`src/rtl/kvpd_pkg.sv`:
```
// Shared types for the key=value percent-decode parser.
// Result kinds, error codes and the result word; no dependencies.
package kvpd_pkg;

   localparam int RES_MAX = 3;

   typedef enum logic [2:0] {
      KIND_KEY       = 3'd0,
      KIND_VALUE     = 3'd1,
      KIND_FIELD_END = 3'd2,
      KIND_ACCEPT    = 3'd3,
      KIND_REJECT    = 3'd4
   } kind_type;

   typedef enum logic [1:0] {
      ERR_NONE       = 2'd0,
      ERR_NO_EQUALS  = 2'd1,
      ERR_EMPTY_KEY  = 2'd2,
      ERR_BAD_ESCAPE = 2'd3
   } err_type;

   typedef struct packed {
      kind_type   kind;
      logic [7:0] data;
      err_type    err;
      logic       last;
   } result_type;

endpackage

```
`src/rtl/kvpd_parse.sv`:
```
// Byte classifier and token state for the key=value parser.
// Produces up to three result words per byte; depends on kvpd_pkg.
module kvpd_parse (
   input  logic                 clock,
   input  logic                 reset,
   input  logic                 advance,
   input  logic [7:0]           in_byte,
   input  logic                 end_of_message,
   output logic [1:0]           res_count,
   output kvpd_pkg::result_type res_word [kvpd_pkg::RES_MAX]
);
   import kvpd_pkg::*;

   localparam logic [7:0] SEP_CHAR = 8'h3B;
   localparam logic [7:0] EQ_CHAR  = 8'h3D;
   localparam logic [7:0] PCT_CHAR = 8'h25;

   localparam logic [1:0] ESC_NONE = 2'd0;
   localparam logic [1:0] ESC_HIGH = 2'd1;
   localparam logic [1:0] ESC_LOW  = 2'd2;

   typedef struct packed {
      logic       in_value;
      logic       token_started;
      logic       key_nonempty;
      logic [1:0] escape_phase;
      logic [3:0] high_nibble;
      logic       message_failed;
   } state_type;

   // bit 4 set means not a hex digit
   function automatic logic [4:0] hex_decode(input logic [7:0] c);
      logic [4:0] r;
      r = 5'h10;
      if (c >= 8'h30 && c <= 8'h39) r = {1'b0, 4'(c - 8'h30)};
      else if (c >= 8'h41 && c <= 8'h46) r = {1'b0, 4'(c - 8'h37)};
      else if (c >= 8'h61 && c <= 8'h66) r = {1'b0, 4'(c - 8'h57)};
      return r;
   endfunction

   function automatic err_type token_end_error(input state_type s);
      err_type e;
      e = ERR_NONE;
      if (!s.in_value) e = ERR_NO_EQUALS;
      else if (s.escape_phase != ESC_NONE) e = ERR_BAD_ESCAPE;
      return e;
   endfunction

   state_type  state_ff;
   state_type  state_in;
   logic [4:0] hex;
   logic [1:0] n;
   err_type    err;

   assign hex = hex_decode(in_byte);

   always_comb begin
      state_in = state_ff;
      n        = 2'd0;
      err      = ERR_NONE;
      for (int i = 0; i < RES_MAX; i++) res_word[i] = '0;

      if (state_ff.message_failed) begin
         // drop everything up to the end of the failed message
         if (end_of_message) state_in = '0;
      end else begin
         if (in_byte == SEP_CHAR) begin
            if (state_ff.token_started) begin
               err = token_end_error(state_in);
               if (err == ERR_NONE) begin
                  res_word[n] = '{KIND_FIELD_END, 8'h00, ERR_NONE, 1'b0};
                  n = n + 2'd1;
               end
               state_in = '0;
            end
         end else begin
            state_in.token_started = 1'b1;
            if (!state_ff.in_value) begin
               if (in_byte == EQ_CHAR) begin
                  if (!state_ff.key_nonempty) err = ERR_EMPTY_KEY;
                  else state_in.in_value = 1'b1;
               end else begin
                  res_word[n] = '{KIND_KEY, in_byte, ERR_NONE, 1'b0};
                  n = n + 2'd1;
                  state_in.key_nonempty = 1'b1;
               end
            end else if (state_ff.escape_phase == ESC_HIGH) begin
               if (hex[4]) err = ERR_BAD_ESCAPE;
               else begin
                  state_in.high_nibble  = hex[3:0];
                  state_in.escape_phase = ESC_LOW;
               end
            end else if (state_ff.escape_phase == ESC_LOW) begin
               if (hex[4]) err = ERR_BAD_ESCAPE;
               else begin
                  res_word[n] = '{KIND_VALUE, {state_ff.high_nibble, hex[3:0]},
                                  ERR_NONE, 1'b0};
                  n = n + 2'd1;
                  state_in.escape_phase = ESC_NONE;
                  state_in.high_nibble  = 4'h0;
               end
            end else if (in_byte == PCT_CHAR) begin
               state_in.escape_phase = ESC_HIGH;
            end else begin
               res_word[n] = '{KIND_VALUE, in_byte, ERR_NONE, 1'b0};
               n = n + 2'd1;
            end
         end

         if (err == ERR_NONE && end_of_message) begin
            if (state_in.token_started) begin
               err = token_end_error(state_in);
               if (err == ERR_NONE) begin
                  res_word[n] = '{KIND_FIELD_END, 8'h00, ERR_NONE, 1'b0};
                  n = n + 2'd1;
               end
            end
            if (err == ERR_NONE) begin
               res_word[n] = '{KIND_ACCEPT, 8'h00, ERR_NONE, 1'b0};
               n = n + 2'd1;
            end
            state_in = '0;
         end

         if (err != ERR_NONE) begin
            res_word[n] = '{KIND_REJECT, 8'h00, err, 1'b0};
            n = n + 2'd1;
            state_in = '0;
            state_in.message_failed = !end_of_message;
         end
      end

      if (n != 2'd0) res_word[n - 2'd1].last = 1'b1;
   end

   assign res_count = n;

   always_ff @(posedge clock) begin
      if (reset) begin
         state_ff <= '0;
      end else if (advance) begin
         state_ff <= state_in;
      end
   end

endmodule

```
`src/rtl/kvpd_rsp_fifo.sv`:
```
// Four-word result queue taking up to three words per cycle, one out.
// Depends on kvpd_pkg for the result word.
module kvpd_rsp_fifo (
   input  logic                 clock,
   input  logic                 reset,
   input  logic [1:0]           push_count,
   input  kvpd_pkg::result_type push_word [kvpd_pkg::RES_MAX],
   input  logic                 pop,
   output kvpd_pkg::result_type head,
   output logic                 not_empty,
   output logic                 has_room
);
   import kvpd_pkg::*;

   localparam int DEPTH = 4;

   result_type  entry_ff [DEPTH];
   logic [1:0]  wr_ptr_ff, wr_ptr_in;
   logic [1:0]  rd_ptr_ff, rd_ptr_in;
   logic [2:0]  count_ff,  count_in;
   logic        pop_ok;

   assign not_empty = (count_ff != 3'd0);
   assign pop_ok    = pop && not_empty;
   // room for a full burst of results
   assign has_room  = (count_ff <= 3'(DEPTH - RES_MAX));
   assign head      = entry_ff[rd_ptr_ff];

   assign wr_ptr_in = wr_ptr_ff + push_count;
   assign rd_ptr_in = rd_ptr_ff + {1'b0, pop_ok};
   assign count_in  = count_ff + {1'b0, push_count} - {2'b00, pop_ok};

   always_ff @(posedge clock) begin
      for (int i = 0; i < RES_MAX; i++) begin
         if (2'(i) < push_count) entry_ff[wr_ptr_ff + 2'(i)] <= push_word[i];
      end
   end

   always_ff @(posedge clock) begin
      if (reset) begin
         wr_ptr_ff <= '0;
         rd_ptr_ff <= '0;
         count_ff  <= '0;
      end else begin
         wr_ptr_ff <= wr_ptr_in;
         rd_ptr_ff <= rd_ptr_in;
         count_ff  <= count_in;
      end
   end

endmodule

```
`src/rtl/key_value_percent_decode_parser.sv`:
```
// Streaming key=value parser with percent-decoding of values.
// Top level: instantiates kvpd_parse and kvpd_rsp_fifo; depends on kvpd_pkg.
//
// Usage:
//   req_* carries one message byte per word; req_end_of_message marks the final
//   byte. A word is taken when req_valid is high and req_stall is low.
//   rsp_* carries one result word per handshake: a key byte, a decoded value
//   byte, a field end, message accepted, or rejected with an error code.
//   rsp_last_of_run flags the last result word caused by one input byte.
// Results: each byte's result words are registered into the result queue and
//   reach rsp_* behind any words already waiting there.
// Throughput: one byte per cycle while rsp_stall is low and each byte yields
//   at most one result word; the four-word result queue is the limit, since a
//   byte is taken only when at least three free slots remain, so a byte with
//   two or three results holds the input until the queue drains to one word.
// Reset: synchronous, clears the token state and empties the result queue.
// Stall: while rsp_stall is high the head result holds; the queue fills and
//   req_stall rises once fewer than three slots are free.
module key_value_percent_decode_parser (
   input  logic       clock,
   input  logic       reset,
   input  logic       req_valid,
   output logic       req_stall,
   input  logic [7:0] req_in_byte,
   input  logic       req_end_of_message,
   output logic       rsp_valid,
   input  logic       rsp_stall,
   output logic [2:0] rsp_result_kind,
   output logic [7:0] rsp_data_byte,
   output logic [1:0] rsp_error_code,
   output logic       rsp_last_of_run
);
   import kvpd_pkg::*;

   logic       req_accept;
   logic       has_room;
   logic [1:0] res_count;
   logic [1:0] push_count;
   result_type res_word [RES_MAX];
   result_type head;

   // take a byte only when the queue can absorb its worst-case burst
   assign req_stall  = !has_room;
   assign req_accept = req_valid && has_room;
   assign push_count = req_accept ? res_count : 2'd0;

   // classify the byte and advance the token state on accept
   kvpd_parse u_parse (
      .clock          (clock),
      .reset          (reset),
      .advance        (req_accept),
      .in_byte        (req_in_byte),
      .end_of_message (req_end_of_message),
      .res_count      (res_count),
      .res_word       (res_word)
   );

   // hold result words until the receiver takes them
   kvpd_rsp_fifo u_rsp_fifo (
      .clock      (clock),
      .reset      (reset),
      .push_count (push_count),
      .push_word  (res_word),
      .pop        (!rsp_stall),
      .head       (head),
      .not_empty  (rsp_valid),
      .has_room   (has_room)
   );

   assign rsp_result_kind = head.kind;
   assign rsp_data_byte   = head.data;
   assign rsp_error_code  = head.err;
   assign rsp_last_of_run = head.last;

endmodule

```
`config.mk`:
```
export PLATFORM = sky130hd
export DESIGN_NAME = key_value_percent_decode_parser
export DESIGN_NICKNAME = d
export VERILOG_FILES = /design/src/rtl/kvpd_pkg.sv /design/src/rtl/kvpd_parse.sv /design/src/rtl/kvpd_rsp_fifo.sv /design/src/rtl/key_value_percent_decode_parser.sv
export SDC_FILE = /design/constraint.sdc
export NUM_CORES = 1
export LEC_CHECK = 0
export BUFFER_PORTS_ARGS = -buffer_cell sky130_fd_sc_hd__clkbuf_2
export CAP_MARGIN = 20
export CORE_ASPECT_RATIO = 0.8
export CORE_MARGIN = 2
export CORE_UTILIZATION = 62
export CTS_CLUSTER_DIAMETER = 200
export CTS_CLUSTER_SIZE = 40
export DETAILED_ROUTE_END_ITERATION = 8
export PLACE_DENSITY_LB_ADDON = 0.12
export SLEW_MARGIN = 30
export SYNTH_ARGS = -nofsm -noshare
export SYNTH_HDL_FRONTEND = slang
export SYNTH_SLANG_ARGS = --single-unit
export TNS_END_PERCENT = 10
```
`constraint.sdc`:
```
create_clock -name clock -period 7.95 [get_ports clock]
set_input_delay 0.3975 -clock clock [delete_from_list [all_inputs] [get_ports clock]]
set_output_delay 0.3975 -clock clock [all_outputs]
set_load 0.005 [all_outputs]
```
==> impl_metrics.toml <==
[outcome]
status = "finished clean"

[setup_path]
rr_endpoint = "u_rsp_fifo.entry_ff[0][7]"
cp-end-kind = "flop"
critPathLaunch = "u_parse.state_ff[5]"
cp.buffers_inverters = 4
r2r-start = "u_parse.state_ff[5]"
cp.required_ns = 7.99
arrival_ns = 5.79
crit_top_cell = "ha_1"
critPathTopFamily = "simple AND/OR/NAND/NOR gates"
reg2reg_depth = 21
rrSetupSlack_ns = 2.20
crit_path_top_delay_cell = "nor3b_4"
path_cells = "inv_1 > ha_1 > or2_2 > nor4_1 > mux2i_1 > nand3_1 > or2_1 > inv_1 > ha_1 > nand2_1 > o21a_1 > ha_1 > nor3b_4 > nor2_1 > ha_1 > a31oi_2 > o2111ai_1 > buf_4 > or2_1 > o311ai_2 > buf_4"
startpoint_type = "flop"
max_stage_delay_ns = 0.42
worstSetupPathType = "flop to flop"
critPathMaxFanout = 14

[synthesis]
synth_area_um2 = 4930
ys_warn_count = 0
synth-seq-cells = 73
synth_nets = 489
synth_ff_type = "edfxtp_1"
syn-mean-instance-area_um2 = 10.8
ys_seq_area_frac = 0.410
ys_types = 69
synth-edff-count = 56
syn_inst = 456
async_flop_share = 0

[pwr]
peakVddDrop_mv = 0.122
comb_power_share = 0.303
power.total_w = 0.00119
power.switching_w = 0.000393
netSwitchingFraction = 0.330
p_int_w = 0.000797
power_frac_seq = 0.450
p_per_area_nw_per_um2 = 221
leakage_nw = 2.04
p_clk_frac = 0.247

[drt]
wl_per_cell_um = 20.9
postRouteAntennaNets = 0
vias_per_cell = 6.66
drt-pass1-iter-count = 5
wl_um = 12300
drc = 0
vias = 3927
drt_first_iter_violations = 346

[floorplanning]
die_y_um = 83.7
rows = 29
fp.dieW_um = 104
die_area_um2 = 8680
pin_count = 29
fp.coreArea_um2 = 7800
start_util = 0.631

[cts]
cts.path.max_buffers = 2
clk_pin_slew_ns = 0.08
h-tree-depth = 3
clock_sinks = 73
cts.repair.resized = 0
clock_latency_ns = 0.36
clockRootBuffer = "clkbuf_8"
cts_hold_buf = 0
cts_buffers = 9
cts_tree = "done"
cts_setup_buffers = 0

[timing]
slew_headroom = 0.344
min_period_over_period = 0.723
max_freq_ghz = 0.174
setup_viol = 0
min_period_ns = 5.75
rsz0062_at_grt = "no"
fin_setup_tns_ns = 0
slew_viol_final = 0
fin_skew_ns = 0.00852
finalHoldViolations = 0
worst_pin_slew_ns = 0.976

[layout]
drive_gt1_frac = 0.205
fillers = 584
area_growth_pct = 9.07
nNetsFinal = 510
antennaDiodeCount = 0
final_cells = 590

[grt]
grt_remaining_overflow = 0
track_usage = 0.292
grt_pass1_vias = 3770
grt_max_degree = 30
antenna_found_initial = 0
grt_pass1_wl_um = 19700

[worst_hold_path]
min-delay-start = "req_end_of_message"
hold-path-endpoint = "u_parse.state_ff[0]"
worstHoldPathCells = 2
min_path_type = "input pin to flop"

[placed_design]
io_buffers = 28
gp_congestion = 0.992
place_hpwl_um = 8830
placed_cells = 574

[flow_run]
maxCapViolations = 0
## logic make-up after synthesis
family,after synthesis,synth area share
flip-flops,73,0.410
buffers and inverters,47,0.0406
AND/OR/NAND/NOR,149,0.165
XOR/XNOR,7,0.0124
multiplexers,44,0.129
adder cells (fa/ha/maj),20,0.0523
AO/OA/AOI/OAI,116,0.190
## worst reg2reg max path, cell delays in order, from the launching register on
cell and delay, ns:
dfxtp_1 0.41, inv_1 0.11, ha_1 0.35, or2_2 0.36
nor4_1 0.25, mux2i_1 0.18, nand3_1 0.22, or2_1 0.18
inv_1 0.07, ha_1 0.31, nand2_1 0.06, o21a_1 0.15
ha_1 0.33, nor3b_4 0.42, nor2_1 0.15, ha_1 0.34
a31oi_2 0.41, o2111ai_1 0.15, buf_4 0.23, or2_1 0.36
o311ai_2 0.11, buf_4 0.30
## layout by cell type (no fill, tap or decap), drive strengths merged, types with 3 or more instances in the layout
cell,count
a32oi,3
dfxtp,17
mux4,14
nor3,25
o41ai,7
ha,19
a211oi,14
inv,25
xnor2,6
a31oi,6
a21oi,26
nand4,3
a22oi,6
nand3,22
o31ai,11
a21o,3
nor2,29
mux2i,29
clkbuf,38
or2,6
a221oi,3
nor2b,8
o311ai,4
o21a,3
buf,5
and2,4
edfxtp,56
o2111ai,3
and3,7
nor4b,3
and4,4
nand2b,5
o21ai,17
nand2,25
## per-layer routing
metal  vias to the layer above  part of all wire  wire [µm]  track usage
met1                      1882              0.43       5330        0.401
li1                       1810                 -          -            -
met3                        30             0.086       1060       0.0593
met5                         -                 0          0            0
met4                         0             0.019        234       0.0921
met2                       205              0.46       5720        0.471
## state kept, by name, summed over array words and instances (netlist names)
name / flops
u_parse.state_ff: 10
u_rsp_fifo.count_ff: 3
u_rsp_fifo.entry_ff: 56
u_rsp_fifo.rd_ptr_ff: 2
u_rsp_fifo.wr_ptr_ff: 2
## cell type report
class	instances	area, µm²	share of cell area
Sequential cell	73	2020	0.377
Timing Repair Buffer	33	178	0.0331
Clock inverter	6	67.6	0.0126
Inverter	24	90.1	0.0168
Multi-Input combinational cell	336	2750	0.512
Clock buffer	10	128	0.0238
Tap cell	108	135	0.0252
## power by group through the flow
stage                     registers (W)  logic, W  clock network [W]
after floorplan                0.000506  0.000273                  0
after global placement         0.000540  0.000348                  0
after detailed placement       0.000543  0.000358                  0
after CTS                      0.000537  0.000360           0.000292
after global routing           0.000543  0.000392           0.000305
final                          0.000535  0.000361           0.000294
## how the worst max path moves through the flow
| stage | end | slack (ns) | depth (start not counted) |
|---|---|---|---|
| 2_1_floorplan | u_rsp_fifo.entry_ff[2][0] | 1.91 | 17 |
| 3_3_place_gp | u_rsp_fifo.entry_ff[0][5] | 2.08 | 21 |
| 3_5_place_dp | u_rsp_fifo.entry_ff[0][5] | 2.02 | 21 |
| 4_1_cts | u_rsp_fifo.entry_ff[0][7] | 2.28 | 21 |
| 5_1_grt | u_rsp_fifo.entry_ff[0][7] | 1.79 | 21 |
| 6_report | u_rsp_fifo.entry_ff[0][7] | 2.20 | 21 |
## stage by stage
| step | util | instance area (µm²) | setup slack [ns] | hold slack (ns) |
|---|---|---|---|---|
| CTS | 0.689 | 5370 | 2.28 | 0.347 |
| finish | 0.689 | 5370 | 2.20 | 0.356 |
| global placement | 0.662 | 5160 | 2.08 | 0.480 |
| global route | 0.689 | 5370 | 1.79 | 0.375 |
| detailed placement | 0.664 | 5180 | 2.02 | 0.485 |
| floorplan | - | 4930 | 1.91 | 0.461 |
## cell usage after synthesis (4+ instances only)
master	instances	area share
a21oi_1	25	0.025
clkbuf_1	13	0.0099
mux4_2	14	0.064
buf_2	7	0.0071
o21ai_2	5	0.0089
a22oi_1	6	0.0091
and2_1	4	0.0051
a211oi_1	14	0.021
nand2_1	25	0.019
nand3_1	22	0.022
and3_1	7	0.0089
edfxtp_1	56	0.34
inv_1	23	0.018
ha_1	19	0.048
nor2_1	27	0.021
mux2i_1	27	0.055
o31ai_1	7	0.011
dfxtp_1	17	0.069
nand2b_1	5	0.0064
o21ai_0	10	0.010
and4_1	4	0.0071
xnor2_1	6	0.011
o41ai_1	7	0.012
nor2b_1	8	0.010
nor3_1	25	0.025
Note: power is estimated with default switching activity, not from simulation.
